**config.mk**
```make
export PLATFORM = sky130hd
export DESIGN_NAME = flashing_lamp_detector_unit
export DESIGN_NICKNAME = d
export VERILOG_FILES = /design/src/rtl/fld_pkg.sv /design/src/rtl/fld_ctrl.sv /design/src/rtl/fld_datapath.sv /design/src/rtl/flashing_lamp_detector_unit.sv
export SDC_FILE = /design/constraint.sdc
export NUM_CORES = 1
export LEC_CHECK = 0
export BUFFER_PORTS_ARGS = -buffer_cell sky130_fd_sc_hd__buf_4
export CAP_MARGIN = 15
export CORE_MARGIN = 1
export CORE_UTILIZATION = 25
export DETAILED_ROUTE_END_ITERATION = 6
export PLACE_DENSITY = 0.5
export REMOVE_ABC_BUFFERS = 1
export SYNTH_ARGS = -nofsm -noshare
export SYNTH_HDL_FRONTEND = slang
export SYNTH_HIERARCHICAL = 1
export SYNTH_SLANG_ARGS = --single-unit
```
**constraint.sdc**
```tcl
create_clock -name clk -period 7.43 [get_ports clk]
set_input_delay 0.3715 -clock clk [delete_from_list [all_inputs] [get_ports clk]]
set_output_delay 0.3715 -clock clk [all_outputs]
set_load 0.1 [all_outputs]
```
**src/rtl/fld_pkg.sv**
```systemverilog
// fld_pkg: shared constants, register codes and controller/datapath structs
// for the flashing lamp detector; no dependencies
`timescale 1ns / 1ps

package fld_pkg;

    // ring of transition times
    localparam int TRANSITION_DEPTH = 16;
    localparam int IDX_W = $clog2(TRANSITION_DEPTH);
    localparam int CNT_W = $clog2(TRANSITION_DEPTH + 1);

    // payload widths
    localparam int TIME_W   = 32;
    localparam int LAMP_W   = 2;
    localparam int OCNT_W   = 5;
    localparam int CFG_IDX_W = 2;
    localparam int CFG_DAT_W = 16;
    localparam int MS_W     = 16;
    localparam int MINC_W   = 5;

    // lamp codes
    localparam logic [LAMP_W-1:0] LAMP_UNKNOWN = 2'd0;
    localparam logic [LAMP_W-1:0] LAMP_OFF     = 2'd1;
    localparam logic [LAMP_W-1:0] LAMP_ON      = 2'd2;

    // configuration register indexes
    localparam logic [CFG_IDX_W-1:0] CFG_HISTORY_WINDOW = 2'd0;
    localparam logic [CFG_IDX_W-1:0] CFG_MIN_COUNT      = 2'd1;
    localparam logic [CFG_IDX_W-1:0] CFG_MIN_SPAN       = 2'd2;
    localparam logic [CFG_IDX_W-1:0] CFG_RELEASE_QUIET  = 2'd3;

    // configuration reset values
    localparam logic [MS_W-1:0]   RST_HISTORY_WINDOW = 16'd3000;
    localparam logic [MINC_W-1:0] RST_MIN_COUNT      = 5'd4;
    localparam logic [MS_W-1:0]   RST_MIN_SPAN       = 16'd1500;
    localparam logic [MS_W-1:0]   RST_RELEASE_QUIET  = 16'd2000;

    // controller to datapath commands
    typedef struct packed {
        logic latch;    // capture input transfer
        logic update;   // lamp update and ring push
        logic pop;      // drop oldest entry, read the next one
        logic decide;   // evaluate flashing flag
        logic load;     // load output register
    } fld_cmd_t;

    // datapath to controller status
    typedef struct packed {
        logic count_zero;
        logic count_one;
        logic expired;
        logic out_busy;
    } fld_sts_t;

endpackage

```
**src/rtl/fld_ctrl.sv**
```systemverilog
// fld_ctrl: sequencing state machine of the flashing lamp detector
// depends on fld_pkg (command and status structs)
`timescale 1ns / 1ps

module fld_ctrl (
    input  logic             clk,
    input  logic             rst_n,
    input  logic             in_valid,
    output logic             in_stall,
    input  fld_pkg::fld_sts_t sts,
    output fld_pkg::fld_cmd_t cmd
);

    localparam logic [2:0] S_IDLE   = 3'd0;
    localparam logic [2:0] S_UPDATE = 3'd1;
    localparam logic [2:0] S_READ   = 3'd2;
    localparam logic [2:0] S_CMP    = 3'd3;
    localparam logic [2:0] S_DECIDE = 3'd4;
    localparam logic [2:0] S_OUT    = 3'd5;

    logic [2:0] state_reg;
    logic [2:0] state_next;

    // input taken only while idle
    assign in_stall = (state_reg != S_IDLE);

    // next state and commands
    always_comb
    begin
        state_next = state_reg;
        cmd        = '0;
        unique case (state_reg)
            S_IDLE:
            begin
                if (in_valid)
                begin
                    cmd.latch  = 1'b1;
                    state_next = S_UPDATE;
                end
            end
            S_UPDATE:
            begin
                cmd.update = 1'b1;
                state_next = S_READ;
            end
            S_READ:
            begin
                state_next = sts.count_zero ? S_DECIDE : S_CMP;
            end
            S_CMP:
            begin
                if (sts.expired)
                begin
                    cmd.pop = 1'b1;
                    if (sts.count_one)
                        state_next = S_DECIDE;
                end
                else
                begin
                    state_next = S_DECIDE;
                end
            end
            S_DECIDE:
            begin
                cmd.decide = 1'b1;
                state_next = S_OUT;
            end
            S_OUT:
            begin
                if (!sts.out_busy)
                begin
                    cmd.load   = 1'b1;
                    state_next = S_IDLE;
                end
            end
            default:
            begin
                state_next = S_IDLE;
            end
        endcase
    end

    // state register
    always_ff @(posedge clk or negedge rst_n)
    begin
        if (!rst_n)
            state_reg <= S_IDLE;
        else
            state_reg <= state_next;
    end

endmodule

```
**src/rtl/fld_datapath.sv**
```systemverilog
// fld_datapath: configuration registers, lamp state, transition ring memory,
// expiry compare, flag logic and output register; depends on fld_pkg
`timescale 1ns / 1ps

module fld_datapath (
    input  logic                                clk,
    input  logic                                rst_n,
    input  fld_pkg::fld_cmd_t                   cmd,
    output fld_pkg::fld_sts_t                   sts,
    input  logic [fld_pkg::TIME_W-1:0]          stamp_ms,
    input  logic [fld_pkg::LAMP_W-1:0]          lamp_state,
    input  logic                                cfg_wr,
    input  logic [fld_pkg::CFG_IDX_W-1:0]       cfg_index,
    input  logic [fld_pkg::CFG_DAT_W-1:0]       cfg_data,
    output logic                                out_valid,
    input  logic                                out_stall,
    output logic                                flashing,
    output logic [fld_pkg::OCNT_W-1:0]          transition_count
);

    localparam int DEPTH = fld_pkg::TRANSITION_DEPTH;
    localparam int IW    = fld_pkg::IDX_W;
    localparam int CW    = fld_pkg::CNT_W;
    localparam int TW    = fld_pkg::TIME_W;
    localparam int SW    = CW + 1;

    // configuration registers
    logic [fld_pkg::MS_W-1:0]   window_reg;
    logic [fld_pkg::MINC_W-1:0] min_count_reg;
    logic [fld_pkg::MS_W-1:0]   min_span_reg;
    logic [fld_pkg::MS_W-1:0]   quiet_reg;

    // item and detector state
    logic [TW-1:0]                 now_reg;
    logic [fld_pkg::LAMP_W-1:0]    code_reg;
    logic                          lamp_reg;
    logic                          lamp_valid_reg;
    logic                          change_valid_reg;
    logic [TW-1:0]                 change_ms_reg;
    logic [IW-1:0]                 head_reg;
    logic [IW-1:0]                 head_next;
    logic [CW-1:0]                 count_reg;
    logic                          flag_reg;
    logic [TW-1:0]                 rd_data_reg;
    logic                          out_valid_reg;
    logic                          out_flash_reg;
    logic [fld_pkg::OCNT_W-1:0]    out_count_reg;

    // transition ring
    logic [TW-1:0] times_mem [DEPTH];

    logic          known;
    logic          new_lamp;
    logic          transition;
    logic [IW-1:0] wr_idx;
    logic [IW-1:0] rd_idx;
    logic [SW-1:0] wr_sum;
    logic          full;
    logic [TW-1:0] age;
    logic [TW-1:0] span;
    logic [TW-1:0] quiet;
    logic          flag_set;
    logic          flag_clr;

    // lamp decode and transition detect
    assign known      = (code_reg == fld_pkg::LAMP_OFF) || (code_reg == fld_pkg::LAMP_ON);
    assign new_lamp   = (code_reg == fld_pkg::LAMP_ON);
    assign transition = known && lamp_valid_reg && (lamp_reg != new_lamp);
    assign full       = (count_reg == CW'(DEPTH));

    // ring indexes with wrap
    always_comb
    begin
        wr_sum = SW'(head_reg) + SW'(count_reg);
        if (wr_sum >= SW'(DEPTH))
            wr_sum = wr_sum - SW'(DEPTH);
        wr_idx = wr_sum[IW-1:0];
        if (head_reg == IW'(DEPTH - 1))
            head_next = '0;
        else
            head_next = head_reg + 1'b1;
        rd_idx = cmd.pop ? head_next : head_reg;
    end

    // age and span arithmetic
    assign age   = now_reg - rd_data_reg;
    assign span  = change_ms_reg - rd_data_reg;
    assign quiet = now_reg - change_ms_reg;

    assign flag_set = (count_reg != '0) && (count_reg >= CW'(min_count_reg))
                      && (span >= TW'(min_span_reg));
    assign flag_clr = !change_valid_reg || (quiet > TW'(quiet_reg));

    // status to controller
    assign sts.count_zero = (count_reg == '0);
    assign sts.count_one  = (count_reg == CW'(1));
    assign sts.expired    = (age > TW'(window_reg));
    assign sts.out_busy   = out_valid_reg && out_stall;

    // configuration writes
    always_ff @(posedge clk or negedge rst_n)
    begin
        if (!rst_n)
        begin
            window_reg    <= fld_pkg::RST_HISTORY_WINDOW;
            min_count_reg <= fld_pkg::RST_MIN_COUNT;
            min_span_reg  <= fld_pkg::RST_MIN_SPAN;
            quiet_reg     <= fld_pkg::RST_RELEASE_QUIET;
        end
        else if (cfg_wr)
        begin
            unique case (cfg_index)
                fld_pkg::CFG_HISTORY_WINDOW: window_reg    <= cfg_data;
                fld_pkg::CFG_MIN_COUNT:      min_count_reg <= cfg_data[fld_pkg::MINC_W-1:0];
                fld_pkg::CFG_MIN_SPAN:       min_span_reg  <= cfg_data;
                fld_pkg::CFG_RELEASE_QUIET:  quiet_reg     <= cfg_data;
                default:                     ;
            endcase
        end
    end

    // input capture
    always_ff @(posedge clk)
    begin
        if (cmd.latch)
        begin
            now_reg  <= stamp_ms;
            code_reg <= lamp_state;
        end
    end

    // lamp state, ring pointers and flag
    always_ff @(posedge clk or negedge rst_n)
    begin
        if (!rst_n)
        begin
            lamp_reg         <= 1'b0;
            lamp_valid_reg   <= 1'b0;
            change_valid_reg <= 1'b0;
            change_ms_reg    <= '0;
            head_reg         <= '0;
            count_reg        <= '0;
            flag_reg         <= 1'b0;
        end
        else
        begin
            if (cmd.update && known)
            begin
                lamp_reg       <= new_lamp;
                lamp_valid_reg <= 1'b1;
                if (transition)
                begin
                    change_ms_reg    <= now_reg;
                    change_valid_reg <= 1'b1;
                    if (full)
                        head_reg <= head_next;
                    else
                        count_reg <= count_reg + 1'b1;
                end
            end
            if (cmd.pop)
            begin
                head_reg  <= head_next;
                count_reg <= count_reg - 1'b1;
            end
            if (cmd.decide)
            begin
                if (!flag_reg)
                    flag_reg <= flag_set;
                else if (flag_clr)
                    flag_reg <= 1'b0;
            end
        end
    end

    // ring memory write and registered read
    always_ff @(posedge clk)
    begin
        if (cmd.update && transition)
            times_mem[wr_idx] <= now_reg;
        rd_data_reg <= times_mem[rd_idx];
    end

    // output register
    always_ff @(posedge clk or negedge rst_n)
    begin
        if (!rst_n)
            out_valid_reg <= 1'b0;
        else if (cmd.load)
            out_valid_reg <= 1'b1;
        else if (!out_stall)
            out_valid_reg <= 1'b0;
    end

    always_ff @(posedge clk)
    begin
        if (cmd.load)
        begin
            out_flash_reg <= flag_reg;
            out_count_reg <= fld_pkg::OCNT_W'(count_reg);
        end
    end

    assign out_valid        = out_valid_reg;
    assign flashing         = out_flash_reg;
    assign transition_count = out_count_reg;

endmodule

```
**src/rtl/flashing_lamp_detector_unit.sv**
```systemverilog
// flashing_lamp_detector_unit: top level joining controller and datapath
// depends on fld_pkg, fld_ctrl, fld_datapath
//
//  channel | signals                                  | direction
//  in      | in_valid, in_stall, stamp_ms, lamp_state | item in, stall out
//  out     | out_valid, out_stall, flashing,          | result out, stall in
//          | transition_count                         |
//  cfg     | cfg_valid, cfg_ready, cfg_index, cfg_data| write in, always ready
//
// an item passes the update, read, expiry compare (none for an empty ring),
// decide and output states; no new item is taken before its result is loaded.
// The compare runs once per expired entry, plus once if one stays (at most 16).
// rst_n clears control, lamp state, ring pointers and loads register defaults;
// the ring memory itself is not cleared, only counted entries are read.
// a result waits in the output register; while out_stall holds it, the item
// in flight waits in its last state and in_stall stays high.
`timescale 1ns / 1ps

module flashing_lamp_detector_unit (
    input  logic                              clk,
    input  logic                              rst_n,
    input  logic                              in_valid,
    output logic                              in_stall,
    input  logic [fld_pkg::TIME_W-1:0]        stamp_ms,
    input  logic [fld_pkg::LAMP_W-1:0]        lamp_state,
    output logic                              out_valid,
    input  logic                              out_stall,
    output logic                              flashing,
    output logic [fld_pkg::OCNT_W-1:0]        transition_count,
    input  logic                              cfg_valid,
    output logic                              cfg_ready,
    input  logic [fld_pkg::CFG_IDX_W-1:0]     cfg_index,
    input  logic [fld_pkg::CFG_DAT_W-1:0]     cfg_data
);

    fld_pkg::fld_cmd_t cmd;
    fld_pkg::fld_sts_t sts;

    // configuration writes accepted at any time
    assign cfg_ready = 1'b1;

    // sequencer
    fld_ctrl u_ctrl (
        .clk      (clk),
        .rst_n    (rst_n),
        .in_valid (in_valid),
        .in_stall (in_stall),
        .sts      (sts),
        .cmd      (cmd)
    );

    // datapath
    fld_datapath u_dp (
        .clk              (clk),
        .rst_n            (rst_n),
        .cmd              (cmd),
        .sts              (sts),
        .stamp_ms         (stamp_ms),
        .lamp_state       (lamp_state),
        .cfg_wr           (cfg_valid && cfg_ready),
        .cfg_index        (cfg_index),
        .cfg_data         (cfg_data),
        .out_valid        (out_valid),
        .out_stall        (out_stall),
        .flashing         (flashing),
        .transition_count (transition_count)
    );

endmodule
```
==> results.md <==
- Setup TNS: 0 ns
- Kind of cell adding the most delay to the critical path: compound AO/OA/AOI/OAI gates
- Crit path launch type: flop
- Routed Antenna Nets: 0
- Clock skew: 0.0268 ns
- Adder-cell area share of the yosys netlist: 6.25%
- Fill count: 12818
- I/O Pins: 66
- Core Box Area: 128000 um2
- # DRC: 0
- Cells taking the most area after synthesis: edfxtp_1, mux4_2, dfrtp_1
- Proportion of synthesized area in mux cells: 10.8%
- Clock power share: 22.4%
- Critical path fanouts, max: 35
- CTS root buffer: clkbuf_16
- Setup crit end kind: flop
- Post-route setup slack: 0.416 ns
- Layout Nets: 2703
- Status: completed
- Sequential Area: 19800 um2
- Cell with the most instances after synthesis: edfxtp_1
- Cell variety after synth: 79
- Row Count: 131
- IO buf count: 64
- Top cell by count, worst path: a21oi_1
- FF+latch count, synth: 686
- Clk slew on worst S/H paths: 0.06 ns
- Combinational family with the most area after synthesis: multiplexers
- Starting Density: 25.3%
- Internal power: 10.5 mW
- Sequential area share after synthesis: 61.3%
- Final worst path period share: 94.4%
- GRT Overall Usage: 13.4%
- Final Max Slew Viols: 0
- Finished Layout Cells: 4215
- Critical path data required time: 7.92 ns
- Via count: 19917
- H-tree depth: 3
- Post-Synth XOR/XNOR Area: 1.98%
- Vias in the first global route: 19918
- TritonCTS clock tree: yes
- Rel. slew slack: 26.1%
- Slowest cell delay on critical path: 0.55 ns
- Cells after synthesis: 2307
- Worst hold slack: 0.106 ns
- Placed insts: 4017
- Area of the multi-input gates: 11800 um2
- WP data arrival: 7.50 ns
- Mean number of vias per cell: 4.73
- Hold Crit Class: in2reg
- WL final: 87900 um
- Die span in x: 361 um
- Commonest cells post-synth: edfxtp_1, nand2_1, ha_1
- Area leader, netlist: edfxtp_1
- Clock sink total: 686
- Crit Path Category: reg2reg
- Grt total ovfl: 0
- Tmin final: 7.01 ns
- Final hold viol count: 0
- Die ar.: 131000 um2
- Synth top area share: 51.3%
- First-pass GRT wire length: 130000 um
- Power Density: 446 nW/um2
- Antenna violations before repair: 0
- EDFF count, synth: 552
- Syn Area/Cell: 14.0 um2
- RSZ-0062 raised after global routing: no
- Worst slew pin tran: 1.10 ns
- Critical Path Slowest Stage Cell: edfxtp_1
- Top reg by flops: u_dp/times_mem
- Per-cell routed wire length: 20.9 um
- Flop pwr share: 27.6%
- Worst ir drop on vdd: 0.000400 V
- Area after DPL: 35400 um2
- Main synth FF type: edfxtp_1
- Complex-gate fraction of the synthesized area: 9.45%
- Final setup viols: 0
- Logic pwr share: 50.0%
- Worst slack, placed: 0.250 ns
- Clock buffer depth: 3
- Router iterations before antenna repair: 5
- Final HPWL DP: 55700 um
- Initial DRC Count: 1610
- Post-Syn Area: 32300 um2
- Inserted Clock Buffers: 78
- Buf/Inv on CP: 4
- Syn. warnings: 6
- Synth async-reset ratio: 14.9%
- Die height: 361 um
- Largest net degree at the start of global routing: 70
- Finished Cell Area: 38500 um2
- Sw Ratio: 38.6%
- Lkg Pwr: 13.7 nW
- Peak Freq: 143 MHz
- Clock Latency Late Sink: 0.65 ns
- Simple-Gate Fraction of Synth Area: 7.34%
- Area grow syn2layout: 19.1%
- Switching pwr: 6.61 mW
- Max_cap viols: 0
- Gpl congestion: 0.834
- Max reg flops: 512
- Share of layout cells above drive strength 1: 19.2%
## power by group through the flow
stage	registers [mW]	logic [mW]	clock network (mW)
final	4.73	8.57	3.85
after global routing	4.76	9.44	4.10
after CTS	4.73	8.66	3.96
after detailed placement	4.80	8.60	0
after global placement	4.80	8.57	0
after floorplan	4.70	5.46	0
## tightest hold or removal path: stages
cell    delay, ns
buf_4        0.07
and2_1       0.15
or2_2        0.11
## cells by family (layout without fill, tap and decap cells)
logic type / after synthesis / after routing
muxes: 182 / 182
AOI/OAI and AO/OA: 482 / 482
other: 1 / 2
DFF: 686 / 686
buffers and inverters: 235 / 480
xor gates and xnor gates: 73 / 73
adders and majority gates: 159 / 159
and+or+nand+nor: 489 / 489
## cell type report
cell class / instances / area share (%)
Sequential cell: 686 / 51.5
Tap cell: 1662 / 5.41
Antenna cell: 1 / 0.00651
Clock inverter: 46 / 1.20
Multi-Input combinational cell: 1386 / 30.6
Inverter: 147 / 1.43
Timing Repair Buffer: 188 / 4.49
Clock buffer: 99 / 5.41
## worst paths after layout
path | to | cells after the start | slack (ns) | from
worst min register to register | u_dp/lamp_valid_reg | 1 | 0.46 | u_dp/lamp_valid_reg
min in group asynchronous | u_dp/lamp_reg | 2 | 0.37 | rst_n
max in group asynchronous | u_dp/change_ms_reg[26] | 3 | 5.96 | rst_n
worst min-delay path | u_dp/out_valid | 3 | 0.11 | out_stall
worst max register to register | u_dp/rd_data_reg[20] | 29 | 0.42 | u_dp/now_reg[1]
worst max-delay path | u_dp/rd_data_reg[20] | 29 | 0.42 | u_dp/now_reg[1]
## cell usage in the layout (no fill, tap or decap), types with 9 or more instances in the layout
cell / netlist / layout
nor3_1: 24 / 24
edfxtp_1: 552 / 552
clkinv_1: 0 / 14
nor2_4: 0 / 17
and3_1: 12 / 12
nand3_1: 22 / 22
nand4_1: 31 / 31
xor2_1: 31 / 30
o21a_1: 14 / 14
o31ai_1: 10 / 10
dlygate4sd3_1: 0 / 51
nand2_1: 200 / 200
mux2_2: 43 / 43
mux4_2: 128 / 128
dfstp_2: 21 / 21
nand2b_1: 23 / 23
buf_12: 0 / 15
ha_1: 155 / 155
a31oi_1: 49 / 49
clkinv_2: 0 / 11
o211ai_1: 23 / 23
nor2b_1: 15 / 15
and2_1: 41 / 41
mux2i_1: 11 / 9
o21ai_0: 114 / 114
dfxtp_1: 32 / 32
dfrtp_1: 81 / 81
nor2_1: 74 / 58
inv_1: 147 / 147
clkbuf_16: 0 / 79
buf_4: 1 / 122
a211oi_1: 41 / 40
a21o_1: 33 / 33
a21oi_1: 130 / 130
clkbuf_1: 62 / 17
xnor2_1: 42 / 41
## metrics by stage
step	power, mW	util (%)
finish	17.1	30.1
global placement	13.4	27.7
global route	18.3	30.1
floorplan	10.2	-
CTS	17.3	30.1
detailed placement	13.4	27.7
## layer usage
layer	wire length [um]	GRT usage (%)	vias to the layer above	part of all wire, %
li1	-	-	9210	-
met1	41000	18.4	10127	47
met2	40500	21.3	471	46
met3	4300	2.18	109	4.9
met4	2190	4.31	0	2.5
met5	0	0	-	0
## what timing repair did
| item | CTS | global route |
|---|---|---|
| endpoints found under the hold margin | 124 | 0 |
| hold buffers | 51 | 0 |
| setup endpoints to repair | 0 | 5 |
| buffers inserted | 0 | 1 |
| gates resized for setup | 0 | 1 |
Power figures use the tool's default switching activity.
